File: src/sv/b64lw_pkg.sv
package b64lw_pkg;

    localparam int unsigned CHAR_W = 8;

    localparam logic [CHAR_W-1:0] LINE_LIMIT_RESET = 8'd72;
    localparam logic [CHAR_W-1:0] LF_CHAR          = 8'h0A;
    localparam logic [CHAR_W-1:0] PAD_CHAR         = 8'h3D;

    // position of the byte within its 3-byte group
    localparam logic [1:0] PHASE_FIRST  = 2'd0;
    localparam logic [1:0] PHASE_SECOND = 2'd1;
    localparam logic [1:0] PHASE_THIRD  = 2'd2;

    // standard alphabet lookup
    function automatic logic [CHAR_W-1:0] b64_sym(input logic [5:0] six);
        logic [CHAR_W-1:0] v;
        v = {2'b00, six};
        if (six < 6'd26) begin
            b64_sym = 8'h41 + v;
        end else if (six < 6'd52) begin
            b64_sym = 8'h61 + v - 8'd26;
        end else if (six < 6'd62) begin
            b64_sym = 8'h30 + v - 8'd52;
        end else if (six == 6'd62) begin
            b64_sym = 8'h2B;
        end else begin
            b64_sym = 8'h2F;
        end
    endfunction

endpackage

File: src/sv/base64_line_wrapped_encoder.sv
// Line-wrapped base64 encoder. Message bytes enter on the s_axis side, one
// per beat, with tlast on the final byte; encoded ASCII leaves on the m_axis
// side, one character per beat, with tlast on the final character of the
// message (always a line feed). Each byte yields one to five characters: one
// for the first and second byte of a group, two plus an optional line feed
// for the third, and at message end the pads and the closing line feed. The
// line limit (reset 72) must be written by the user through the cfg channel
// only while the block is idle; the block does not enforce this. The limit
// is checked only when a 4-character group completes. Timing: a byte is
// encoded in the cycle it is accepted into a five-entry character register,
// which drains one character per cycle into the output register while the
// output is not stalled; that single output character lane sets the rate.
// The next byte is taken in the cycle the last pending character moves to
// the output register, so consecutive bytes overlap with no bubble. A
// stalled output beat holds back the next byte only while characters are
// still pending; with none pending the byte still enters.
module base64_line_wrapped_encoder (
    input  logic       i_clk,
    input  logic       i_rst_n,
    // config write channel
    input  logic       i_cfg_valid,
    output logic       o_cfg_ready,
    input  logic [7:0] i_cfg_data,       // line_limit
    // message bytes in
    input  logic       i_s_axis_tvalid,
    output logic       o_s_axis_tready,
    input  logic [7:0] i_s_axis_tdata,   // data_byte
    input  logic       i_s_axis_tlast,   // last_byte
    // encoded characters out
    output logic       o_m_axis_tvalid,
    input  logic       i_m_axis_tready,
    output logic [7:0] o_m_axis_tdata,   // out_char
    output logic       o_m_axis_tlast    // message_done
);
    import b64lw_pkg::*;

    localparam int unsigned MAX_CHARS = 5;

    // group state carried between bytes
    logic [1:0]        r_phase;
    logic [3:0]        r_carry;
    logic [7:0]        r_line_count;
    logic [7:0]        r_line_limit;

    // pending characters of the current byte, head at index 0
    logic [CHAR_W-1:0] r_chars [MAX_CHARS];
    logic [2:0]        r_left;
    logic              r_msg_end;

    // output register
    logic              r_out_valid;
    logic [CHAR_W-1:0] r_out_char;
    logic              r_out_last;

    // encoder results for the byte on the input
    logic [CHAR_W-1:0] n_chars [MAX_CHARS];
    logic [2:0]        n_count;
    logic [1:0]        n_phase;
    logic [3:0]        n_carry;
    logic [7:0]        n_line_count;

    logic [8:0]        grp_count;
    logic              wrap;
    logic              pop;
    logic              accept;
    logic [7:0]        b;

    assign b = i_s_axis_tdata;

    // count after this group completes, compared against the limit
    assign grp_count = {1'b0, r_line_count} + 9'd4;
    assign wrap      = grp_count >= {1'b0, r_line_limit};

    always_comb begin
        for (int i = 0; i < MAX_CHARS; i++) begin
            n_chars[i] = LF_CHAR;
        end
        n_count      = 3'd1;
        n_phase      = r_phase;
        n_carry      = r_carry;
        n_line_count = r_line_count;
        case (r_phase)
            PHASE_SECOND: begin
                n_chars[0] = b64_sym({r_carry[1:0], b[7:4]});
                if (i_s_axis_tlast) begin
                    n_chars[1] = b64_sym({b[3:0], 2'b00});
                    n_chars[2] = PAD_CHAR;
                    n_chars[3] = LF_CHAR;
                    n_count    = 3'd4;
                end else begin
                    n_carry = b[3:0];
                    n_phase = PHASE_THIRD;
                end
            end
            PHASE_THIRD: begin
                n_chars[0] = b64_sym({r_carry, b[7:6]});
                n_chars[1] = b64_sym(b[5:0]);
                // a wrap line feed also closes the message; otherwise the
                // last byte adds its own line feed
                if (wrap || i_s_axis_tlast) begin
                    n_chars[2] = LF_CHAR;
                    n_count    = 3'd3;
                end else begin
                    n_count = 3'd2;
                end
                n_line_count = wrap ? 8'd0 : grp_count[7:0];
                n_carry      = 4'd0;
                n_phase      = PHASE_FIRST;
            end
            default: begin
                // first byte of a group, also the unused phase code
                n_chars[0] = b64_sym(b[7:2]);
                if (i_s_axis_tlast) begin
                    n_chars[1] = b64_sym({b[1:0], 4'b0000});
                    n_chars[2] = PAD_CHAR;
                    n_chars[3] = PAD_CHAR;
                    n_chars[4] = LF_CHAR;
                    n_count    = 3'd5;
                end else begin
                    n_carry = {2'b00, b[1:0]};
                    n_phase = PHASE_SECOND;
                end
            end
        endcase
        // message end returns the group state to its reset value
        if (i_s_axis_tlast) begin
            n_phase      = PHASE_FIRST;
            n_carry      = 4'd0;
            n_line_count = 8'd0;
        end
    end

    // move the head character on when the output register frees up
    assign pop    = (r_left != 3'd0) && (!r_out_valid || i_m_axis_tready);
    assign accept = i_s_axis_tvalid && o_s_axis_tready;

    assign o_s_axis_tready = (r_left == 3'd0) || ((r_left == 3'd1) && pop);
    assign o_cfg_ready     = 1'b1;

    assign o_m_axis_tvalid = r_out_valid;
    assign o_m_axis_tdata  = r_out_char;
    assign o_m_axis_tlast  = r_out_last;

    always_ff @(posedge i_clk) begin
        if (!i_rst_n) begin
            r_phase      <= PHASE_FIRST;
            r_carry      <= 4'd0;
            r_line_count <= 8'd0;
            r_line_limit <= LINE_LIMIT_RESET;
            r_left       <= 3'd0;
            r_msg_end    <= 1'b0;
            r_out_valid  <= 1'b0;
        end else begin
            if (i_cfg_valid) begin
                r_line_limit <= i_cfg_data;
            end

            if (pop) begin
                r_out_valid <= 1'b1;
                r_out_char  <= r_chars[0];
                r_out_last  <= r_msg_end && (r_left == 3'd1);
            end else if (i_m_axis_tready) begin
                r_out_valid <= 1'b0;
            end

            if (accept) begin
                r_chars      <= n_chars;
                r_left       <= n_count;
                r_msg_end    <= i_s_axis_tlast;
                r_phase      <= n_phase;
                r_carry      <= n_carry;
                r_line_count <= n_line_count;
            end else if (pop) begin
                for (int i = 0; i < MAX_CHARS - 1; i++) begin
                    r_chars[i] <= r_chars[i+1];
                end
                r_left <= r_left - 3'd1;
            end
        end
    end

endmodule

File: config.mk
export PLATFORM = sky130hd
export DESIGN_NAME = base64_line_wrapped_encoder
export DESIGN_NICKNAME = d
export VERILOG_FILES = /design/src/sv/b64lw_pkg.sv /design/src/sv/base64_line_wrapped_encoder.sv
export SDC_FILE = /design/constraint.sdc
export NUM_CORES = 1
export LEC_CHECK = 0
export BUFFER_PORTS_ARGS = -buffer_cell sky130_fd_sc_hd__buf_4
export CAP_MARGIN = 40
export CORE_ASPECT_RATIO = 0.8
export CORE_UTILIZATION = 37
export CTS_BUF_LIST = sky130_fd_sc_hd__clkbuf_4
export DETAILED_ROUTE_END_ITERATION = 7
export PLACE_DENSITY = 0.68
export SLEW_MARGIN = 20
export SYNTH_ARGS = -nofsm -noshare
export SYNTH_HDL_FRONTEND = slang
export SYNTH_SLANG_ARGS = --single-unit
File: constraint.sdc
create_clock -name i_clk -period 2.8 [get_ports i_clk]
set_input_delay 0.7 -clock i_clk [delete_from_list [all_inputs] [get_ports i_clk]]
set_output_delay 0.7 -clock i_clk [all_outputs]
set_load 0.02 [all_outputs]
**Word-level counts from Yosys, hierarchy flattened**

Index checks and enable logic that the tools add are counted.

- Bits in registers: 76
- Output and inout port bits: 12
- Word-level logic and storage cells: 133
- Bits of input ports: 22

- Equal/unequal tests: 7
- Mux-type cells: 43
- Reductions and logical operators: 18
- $add $sub $neg: 32
- $lt $le $gt $ge: 19

Operators with widths:

| kind | count |
|---|---|
| $mux 8 | 21 |
| $add 7x6->8 const A | 12 |
| $mux 32 | 3 |
| $lt 6x6->1 const B | 12 |
| $pmux 24 s2 | 1 |
| $sub 7x6->8 const B | 6 |
| $sub 8x5->8 const B | 6 |
| $add 6x6->7 const A | 6 |
| $lt 6x5->1 const B | 6 |
| $eq 6x6->1 const B | 4 |
| $mux 24 | 1 |
| $mux 3 | 8 |
| $pmux 8 s2 | 1 |
| $add 8x3->9 const B | 1 |
| $ge 9x8->1 | 1 |
| $pmux 4 s2 | 1 |
| $reduce_and 2->1 | 4 |
| $pmux 3 s2 | 1 |
| $reduce_bool 2->1 | 3 |
| $logic_and 1x1->1 | 4 |
| $mux 4 | 1 |
| $pmux 2 s2 | 1 |
| $eq 3x1->1 const B | 1 |
| $logic_not 3->1 | 1 |
| 9 further kinds | 13 |

**Longest topological paths before layout**

Gate-level depths: netlist of the first run.

- Word-level depth: 8
- Depth in mapped cells: 11
- Depth with buffers taken out: 10

**Worst setup path after synthesis of the first run**

No wires, ideal clock.

- Path type: in2reg
- From: in i_m_axis_tready
- To: reg r_chars[12] (netlist bit), enable pin
- Cell stages on the path: 6
- Slack: -0.092 ns
- Setup time: 0.397 ns
- Data required time: 2.403 ns
- Data arrival time: 2.495 ns
- Buffers on the path: 1
- Path through: nand2b_1 a31o_2 and2_0 clkbuf_1 nor2_1 nor2_1

- Cells in the longest elaborated chain, start to end: 7

RTL lines:

| what | line | text |
|---|---|---|
| from (decl) | base64_line_wrapped_encoder.sv:31 | `input logic i_m_axis_tready,` |
| $logic_or 1x1->1 | base64_line_wrapped_encoder.sv:134 | `assign pop = (r_left != 3'd0) && (!r_out_valid \|\| i_m_axis_tready);` |
| $logic_and 1x1->1 | base64_line_wrapped_encoder.sv:134 |  |
| $logic_and 1x1->1 | base64_line_wrapped_encoder.sv:137 | `assign o_s_axis_tready = (r_left == 3'd0) \|\| ((r_left == 3'd1) && pop);` |
| $logic_or 1x1->1 | base64_line_wrapped_encoder.sv:137 |  |
| net o_s_axis_tready | base64_line_wrapped_encoder.sv:26 | `output logic o_s_axis_tready,` |
| $logic_and 1x1->1 | base64_line_wrapped_encoder.sv:135 | `assign accept = i_s_axis_tvalid && o_s_axis_tready;` |
| $reduce_bool 2->1 (no line) | n/a |  |
| $reduce_and 2->1 (no line) | n/a |  |
| to (signal assigned) | base64_line_wrapped_encoder.sv:167 | `r_chars <= n_chars;` |
| to (signal, indexed assignment) | base64_line_wrapped_encoder.sv:175 | `r_chars[i] <= r_chars[i+1];` |
| to (decl) | base64_line_wrapped_encoder.sv:46 | `logic [CHAR_W-1:0] r_chars [MAX_CHARS];` |

The timed path passes the listed nets, and every way through them passes these cells.
A chain may end at the register's enable or synchronous reset.

**Worst setup path in the final report of the first run**

- From: reg r_carry[0]
- To: reg r_chars[39] (netlist bit) (data pin)

- Cells in the longest elaborated chain, start to end: 7
- Elaborated cells between the ends (all ways): 24
- Those cells by class: add/sub (10); order compare (6); mux (8)

RTL lines:

| what | line | text |
|---|---|---|
| from (decl) | base64_line_wrapped_encoder.sv:41 | `logic [3:0] r_carry;` |
| from (signal assigned) | base64_line_wrapped_encoder.sv:171 | `r_carry <= n_carry;` |
| $add 6x6->7 | b64lw_pkg.sv:23 | `b64_sym = 8'h30 + v - 8'd52;` |
| $sub 7x6->8 | b64lw_pkg.sv:23 |  |
| $mux 8 | b64lw_pkg.sv:22 | `end else if (six < 6'd62) begin` |
| $mux 8 | b64lw_pkg.sv:20 | `end else if (six < 6'd52) begin` |
| $mux 8 | b64lw_pkg.sv:18 | `if (six < 6'd26) begin` |
| $pmux 24 s2 * | base64_line_wrapped_encoder.sv:82 | `case (r_phase)` |
| $mux 32 * | base64_line_wrapped_encoder.sv:166 | `if (accept) begin` |

Every way passes the cells marked *; elsewhere a longest branch is shown, timed or not.

==> results.ini, run 1 <==
[run_status]
status = complete, no violations

[yosys]
synthMuxAreaShare_pct = 2.37
ys_types = 66
ys_seq_area_share_pct = 31.7
yosys.area_share.simple_pct = 22.9
ys_async_sr_fraction_pct = 0
syn_area_per_cell_um2 = 8.12
syn-num-nets = 587
synth_compound_area_share_pct = 24.6
syn_inst = 533
synthAdderAreaFrac_pct = 9.25
synthesis.area_um2 = 4330
synth-seq-cells = 54
synthXorXnorAreaFrac_pct = 3.04
yosysWarnings = 0
synth_ff_type = edfxtp_1
synth_top_family_by_area = compound AO/OA/AOI/OAI gates
synth-edff-count = 29

[global_routing]
grt_pass1_wl_mm = 19.8
overflow = 0
gr-usage-all-layers_pct = 20.4
grt_max_degree = 22
first_global_vias = 3901
antenna_found_initial = 0

[timing]
skew_ns = 0.0201
hold_viol = 0
min_period_ns = 2.51
rsz0062_at_grt = false
max_slew.worst_pin.slew_ns = 0.656
setup_viol = 0
drv_slew = 0
fin_crit_sh_pct = 89.6
hold_slack_ns = 0.430
tns_ns = 0
max_clock_freq_mhz = 399
maxSlewHeadroom_pct = 56.2

[route]
drt-wirelength-per-cell_um = 16.6
drc_errors = 0
drtIter0Drc = 407
vias = 4230
first_pass_iters = 5
routed_via_density = 5.89
wirelength_mm = 11.9
drtAntennaViolNets = 0

[worst_hold_path]
min_path_cells = 0
min_from = r_chars[33]
min_path_type = flip-flop to flip-flop

[die]
die_h_um = 98.7
die-area_um2 = 12100
die_x_um = 123
rows = 34
num_io_pins = 34
core_area_um2 = 11100
start_util_pct = 38.8

[placement]
dpl.hpwl_mm = 9.15
gp_congestion = 0.967
io_buffers = 32
dp_cells = 710

[setup_path]
rr_worst_depth = 7
critPathLaunchType = flip-flop
r2r_slack_ns = 0.29
arrival_ns = 2.69
critPathKind = flip-flop to flip-flop
r2r-start = r_carry[0]
critPathLaunch = r_carry[0]
crit_required_ns = 2.98
crit_path_end_kind = flip-flop
path_max_fanout = 9

[clock_network]
cts_tree = done
cts_max_path_buffers = 2
cts_htree_levels = 2
cts.clk_slew.worst_paths_ns = 0.15
clock_sinks = 54
root_buffer = clkbuf_4
clkLatencyLatePin_ns = 0.37
cts_repair_resize_count = 0
post_cts_buffers = 0
postCtsHoldBufs = 0
cts_made_buffers = 5

[layout]
multiInputGateArea_um2 = 2700
nets = 627
drive_gt1_share_pct = 15.2
final_common_cell = buf_4
syn_to_final_growth_pct = 14.3
instances_no_fill = 718
fin_util_pct = 44.4
register_area_um2 = 1370
n_antenna_cell = 0
final_cell_mix = buf_4, nand2_1, a21oi_1, nor2_1, ha_1
fillCellCount = 1103

[power]
power-per-cell-area_nw_per_um2 = 585
leakagePower_uw = 0.00195
ir_worst_vdd_uv = 293

[flow_run]
maxCapViolations = 0

-- where the power goes --
part	switching, uW	leakage (uW)	internal [uW]
clock network	236	0.0000419	198
logic	784	0.00143	492
registers	76.1	0.000478	1110
-- cell usage after synthesis, types with 11 or more instances --
cell      count  area [um^2]
xnor2_1      12          105
nand3_1      30          150
ha_1         32          400
a21boi_0     11         82.6
a21oi_1      33          165
dfxtp_1      25          500
a31oi_1      11         68.8
clkbuf_1     21         78.8
o21ai_0      30          150
nand2_1      66          248
nor2b_1      15         93.8
edfxtp_1     29          871
nor3_1       11         55.1
nor2_1       33          124
inv_1        26         97.6
-- state kept, by name (all words and copies together), names as in the netlist --
name / count
o_m_axis_tdata: 8
o_m_axis_tlast: 1
o_m_axis_tvalid: 1
r_carry: 4
r_chars: 20
r_left: 3
r_line_count: 6
r_line_limit: 8
r_msg_end: 1
r_phase: 2
-- metrics by stage --
stage	total power [uW]	worst slack [ns]	area (um^2)
finish	2890	0.292	4940
global route	3080	0.162	4940
CTS	2880	0.341	4940
detailed placement	2450	0.0790	4860
global placement	2420	0.131	4860
floorplan	2000	0.0124	4330
-- metal layers --
metal	vias to the layer above	global-route usage (%)	wire, um
met5	-	0	0
met4	0	4.41	125
met3	14	5.15	1210
met2	207	29.4	5040
met1	1974	30.3	5560
li1	2035	-	-
-- path summary, 6_finish.rpt --
kind | end
min reg2reg | o_m_axis_tdata[1]
max | r_chars[39]
min | o_m_axis_tdata[1]
max reg2reg | r_chars[39]
-- worst max-delay path, stage by stage, from the launching register on --
cell and delay, ns:
dfxtp_1 0.38, ha_1 0.38, nor2b_1 0.49, buf_4 0.21, nand4_1 0.12, o21ai_0 0.30, a311oi_1 0.16, o21ai_1 0.28
-- area by class of cell --
type                    count  share of cell area (%)
clock inverters             2                   0.759
inverters                  29                    2.20
repair buffers             67                    10.2
flip-flops and latches     54                    27.7
clock buffers               6                   0.911
well taps                 144                    3.64
multi-input cells         416                    54.6
-- logic make-up after synthesis --
logic type | count (synthesis)
adder cells (fa/ha/maj) | 32
AO/OA/AOI/OAI | 155
multiplexers | 10
buffers and inverters | 63
AND/OR/NAND/NOR | 203
XOR/XNOR | 15
flip-flops | 54
other | 1
Power figures use the tool's default switching activity.
==> inputs of run 2 (changes only) <==
--- a/config.mk
+++ b/config.mk
@@ -5,7 +5,7 @@
 export SDC_FILE = /design/constraint.sdc
 export NUM_CORES = 1
 export LEC_CHECK = 0
-export BUFFER_PORTS_ARGS = -buffer_cell sky130_fd_sc_hd__buf_4
+export BUFFER_PORTS_ARGS = -buffer_cell sky130_fd_sc_hd__buf_2
 export CAP_MARGIN = 40
 export CORE_ASPECT_RATIO = 0.8
 export CORE_UTILIZATION = 37
==> results.ini, run 2 (synthesis gave the netlist of run 1 again) <==
[clock_network]
cts_htree_levels = 2
clock_sinks = 54
root_buffer = clkbuf_4
cts_made_buffers = 5
cts.clk_slew.worst_paths_ns = 0.16
clkLatencyLatePin_ns = 0.39
postCtsHoldBufs = 0
cts_tree = done
post_cts_buffers = 0
cts_repair_resize_count = 0
cts_max_path_buffers = 2

[die]
rows = 34
core_area_um2 = 11100
die_h_um = 98.7
start_util_pct = 38.8
die-area_um2 = 12100
num_io_pins = 34
die_x_um = 123

[route]
drc_errors = 0
routed_via_density = 5.84
wirelength_mm = 12.2
drtAntennaViolNets = 0
first_pass_iters = 5
drt-wirelength-per-cell_um = 16.9
vias = 4235
drtIter0Drc = 368

[layout]
largest_reg_flops = 20
fillCellCount = 1140
nets = 634
postLayoutCellArea_um2 = 4920
final_common_cell = nand2_1
n_antenna_cell = 0
syn_to_final_growth_pct = 13.7
drive_gt1_share_pct = 16.2
final_cell_mix = nand2_1, buf_4, a21oi_1
top_register = r_chars

[power]
ir_worst_vdd_uv = 207
leakagePower_uw = 0.00197
p_total_uw = 2880
power-per-cell-area_nw_per_um2 = 586

[run_status]
status = complete, no violations

[timing]
tns_ns = 0
max_clock_freq_mhz = 400
layout_setup_ws_ns = 0.297
setup_viol = 0
drv_slew = 0
hold_viol = 0
maxSlewHeadroom_pct = 53.1
min_period_ns = 2.50
fin_crit_sh_pct = 89.4
rsz0062_at_grt = false
max_slew.worst_pin.slew_ns = 0.704
skew_ns = 0.0134

[global_routing]
overflow = 0
gr-usage-all-layers_pct = 20.5
grt_max_degree = 22
first_global_vias = 3882
grt_pass1_wl_mm = 19.5
antenna_found_initial = 0

[placement]
io_buffers = 32
gp_congestion = 0.979
pre_cts_ws_ns = 0.0941
dpl_cell_area_um2 = 4830
dpl.hpwl_mm = 9.41

[setup_path]
critPathKind = flip-flop to flip-flop
crit_path_end_kind = flip-flop
arrival_ns = 2.80
crit_required_ns = 3.09
path_max_fanout = 9
critPathLaunchType = flip-flop

[flow_run]
maxCapViolations = 0

[worst_hold_path]
min_path_type = flip-flop to flip-flop

==> run 2: layer usage <==
metal	global-route usage [%]	vias to the layer above	wire, um
met2	30.3	201	5220
met5	0	-	0
met1	29.4	1966	5700
met4	6.38	0	199
li1	-	2044	-
met3	4.80	24	1120
==> run 2: worst paths after layout <==
check | startpoint | endpoint | slack [ns] | depth (start not counted)
min reg2reg | r_chars[33] | o_m_axis_tdata[1] | 0.44 | 0
max | r_line_count[4] | r_left[0] | 0.30 | 11
min | r_chars[33] | o_m_axis_tdata[1] | 0.44 | 0
max reg2reg | r_line_count[4] | r_left[0] | 0.30 | 11
==> run 2: cell type report <==
type | count | area (um^2) | share of cell area (%)
tap | 144 | 180 | 3.66
timing repair buffer | 74 | 475 | 9.67
sequential | 54 | 1370 | 27.9
clock inverter | 3 | 47.5 | 0.967
clock buffer | 5 | 37.5 | 0.763
multi-input combinational | 416 | 2700 | 54.8
inverter | 29 | 109 | 2.21
==> run 2: worst max-delay path: stages, from the launching register on <==
cell and delay, ns:
dfxtp_1 0.48, nand3_1 0.21, nor2_1 0.17, xor2_1 0.24, ha_1 0.28, and3_1 0.17
a22oi_1 0.19, o211ai_1 0.12, a31oi_1 0.16, buf_4 0.18, nand2b_1 0.12, a31oi_1 0.09
==> run 2: metrics by stage <==
stage | utilization (%) | hold slack, ns | instances
final | 44.1 | 0.442 | 725
after global routing | 44.1 | 0.457 | 725
after floorplan | - | 0.400 | 533
after detailed placement | 43.4 | 0.409 | 717
after global placement | 43.4 | 0.403 | 717
after CTS | 44.1 | 0.448 | 725
==> run 2: report_power, final <==
group          internal [uW]  switching [uW]  total, uW
Combinational            457             786       1240
Sequential              1110            75.3       1180
Clock                    195             263        458
Total                   1760            1120       2880
==> inputs of run 3 (changes only) <==
--- a/config.mk
+++ b/config.mk
@@ -7,7 +7,7 @@
 export LEC_CHECK = 0
 export BUFFER_PORTS_ARGS = -buffer_cell sky130_fd_sc_hd__buf_2
 export CAP_MARGIN = 40
-export CORE_ASPECT_RATIO = 0.8
+export CORE_MARGIN = 2
 export CORE_UTILIZATION = 37
 export CTS_BUF_LIST = sky130_fd_sc_hd__clkbuf_4
 export DETAILED_ROUTE_END_ITERATION = 7
==> results.ini, run 3 (synthesis gave the netlist of run 1 again) <==
[setup_path]
critPathKind = flip-flop to flip-flop
crit_chain = inv_1 -> ha_1 -> a21o_1 -> a21oi_4 -> mux2i_1 -> a211oi_2 -> nor3b_1 -> a2111o_1
r2r-end = r_chars[35]
r2r_slack_ns = 0.32
critPathLaunchType = flip-flop
crit_family = compound AO/OA/AOI/OAI gates
crit_required_ns = 2.95
arrival_ns = 2.63
r2r-start = r_carry[0]
crit_buf_inv = 1
path_max_fanout = 10
slowest_delay_ns = 0.45
critPathSlowestCell = dfxtp_1
rr_worst_depth = 8
cp.depth = 8
crit_path_end_kind = flip-flop

[global_routing]
overflow = 0
first_global_vias = 3991
antenna_found_initial = 0
gr-usage-all-layers_pct = 18.4
grt_pass1_wl_mm = 19.4
grt_max_degree = 22

[timing]
skew_ns = 0.0146
min_period_ns = 2.48
fin_crit_sh_pct = 88.5
rsz0062_at_grt = false
hold_viol = 0
max_clock_freq_mhz = 403
tns_ns = 0
drv_slew = 0
maxSlewHeadroom_pct = 58.4
setup_viol = 0
max_slew.worst_pin.slew_ns = 0.624

[layout]
register_area_um2 = 1370
nets = 630
largest_reg_flops = 20
fin_util_pct = 42.6
final_cell_mix = nand2_1, buf_4, a21oi_1
multiInputGateArea_um2 = 2700
n_antenna_cell = 0
fillCellCount = 1193
drive_gt1_share_pct = 15.4
top_register = r_chars
syn_to_final_growth_pct = 12.3
final_common_cell = nand2_1

[die]
core_area_um2 = 11400
die_x_um = 112
start_util_pct = 37.9
die-area_um2 = 12600
die_h_um = 112
rows = 39
num_io_pins = 34

[route]
first_pass_iters = 7
wirelength_mm = 11.6
vias = 4250
drtAntennaViolNets = 0
drc_errors = 0
drt-wirelength-per-cell_um = 16.2
routed_via_density = 5.90
drtIter0Drc = 448

[power]
clockPowerShare_pct = 12.7
ir_worst_vdd_uv = 369
power_frac_seq_pct = 42.7
intPower_uw = 1660
pwr-share-comb_pct = 44.6
power-per-cell-area_nw_per_um2 = 570
leakagePower_uw = 0.00193
p_sw_share_pct = 39.9
p_sw_uw = 1100

[clock_network]
cts_made_buffers = 5
post_cts_buffers = 0
clkLatencyLatePin_ns = 0.38
cts_max_path_buffers = 2
cts_repair_resize_count = 0
cts_tree = done
root_buffer = clkbuf_4
cts_htree_levels = 2
cts.clk_slew.worst_paths_ns = 0.16
clock_sinks = 54
postCtsHoldBufs = 0

[worst_hold_path]
holdPathEnd = o_m_axis_tdata[0]
min_from = r_chars[32]
min_path_type = flip-flop to flip-flop
min_path_cells = 0

[flow_run]
maxCapViolations = 0

[run_status]
status = complete, no violations

[placement]
io_buffers = 32
gp_congestion = 0.988
dpl.hpwl_mm = 8.81

==> run 3: area by class of cell <==
class                           count  share of cell area (%)
Clock buffer                        5                   0.772
Clock inverter                      3                   0.412
Inverter                           29                    2.24
Multi-Input combinational cell    416                    55.5
Sequential cell                    54                    28.2
Tap cell                          143                    3.68
Timing Repair Buffer               70                    9.17
==> run 3: worst max-delay path by stage <==
stage          slack [ns]         endpoint               from
3_5_place_dp          0.1      r_chars[35]  i_s_axis_tdata[6]
4_1_cts              0.35  r_line_count[3]    r_line_count[2]
3_3_place_gp         0.17      r_chars[35]  i_s_axis_tdata[6]
6_report             0.32      r_chars[35]         r_carry[0]
5_1_grt              0.11  r_line_count[3]    r_line_count[2]
2_1_floorplan        0.01      r_chars[36]  i_s_axis_tdata[4]
==> run 3: layer usage <==
metal,track usage (%),up-vias,share of wire [%]
met2,30.0,212,46
li1,-,2030,-
met5,0,-,0
met3,3.19,23,8.0
met4,4.80,0,1.8
met1,25.3,1985,45
==> run 3: power groups by stage <==
stage | clock network [uW] | logic [uW] | registers [uW]
floorplan | 0 | 776 | 1230
global placement | 0 | 1190 | 1190
detailed placement | 0 | 1210 | 1200
CTS | 357 | 1220 | 1180
global route | 389 | 1350 | 1200
finish | 351 | 1240 | 1180
==> run 3: per-stage QoR <==
stage	hold WS (ns)	cells	worst slack (ns)	total power [uW]	area [um^2]
5_1_grt	0.458	720	0.112	2940	4860
3_3_place_gp	0.403	712	0.171	2380	4800
2_1_floorplan	0.400	533	0.0124	2000	4330
4_1_cts	0.453	720	0.351	2760	4860
3_5_place_dp	0.417	712	0.0992	2410	4800
6_report	0.448	720	0.321	2770	4860
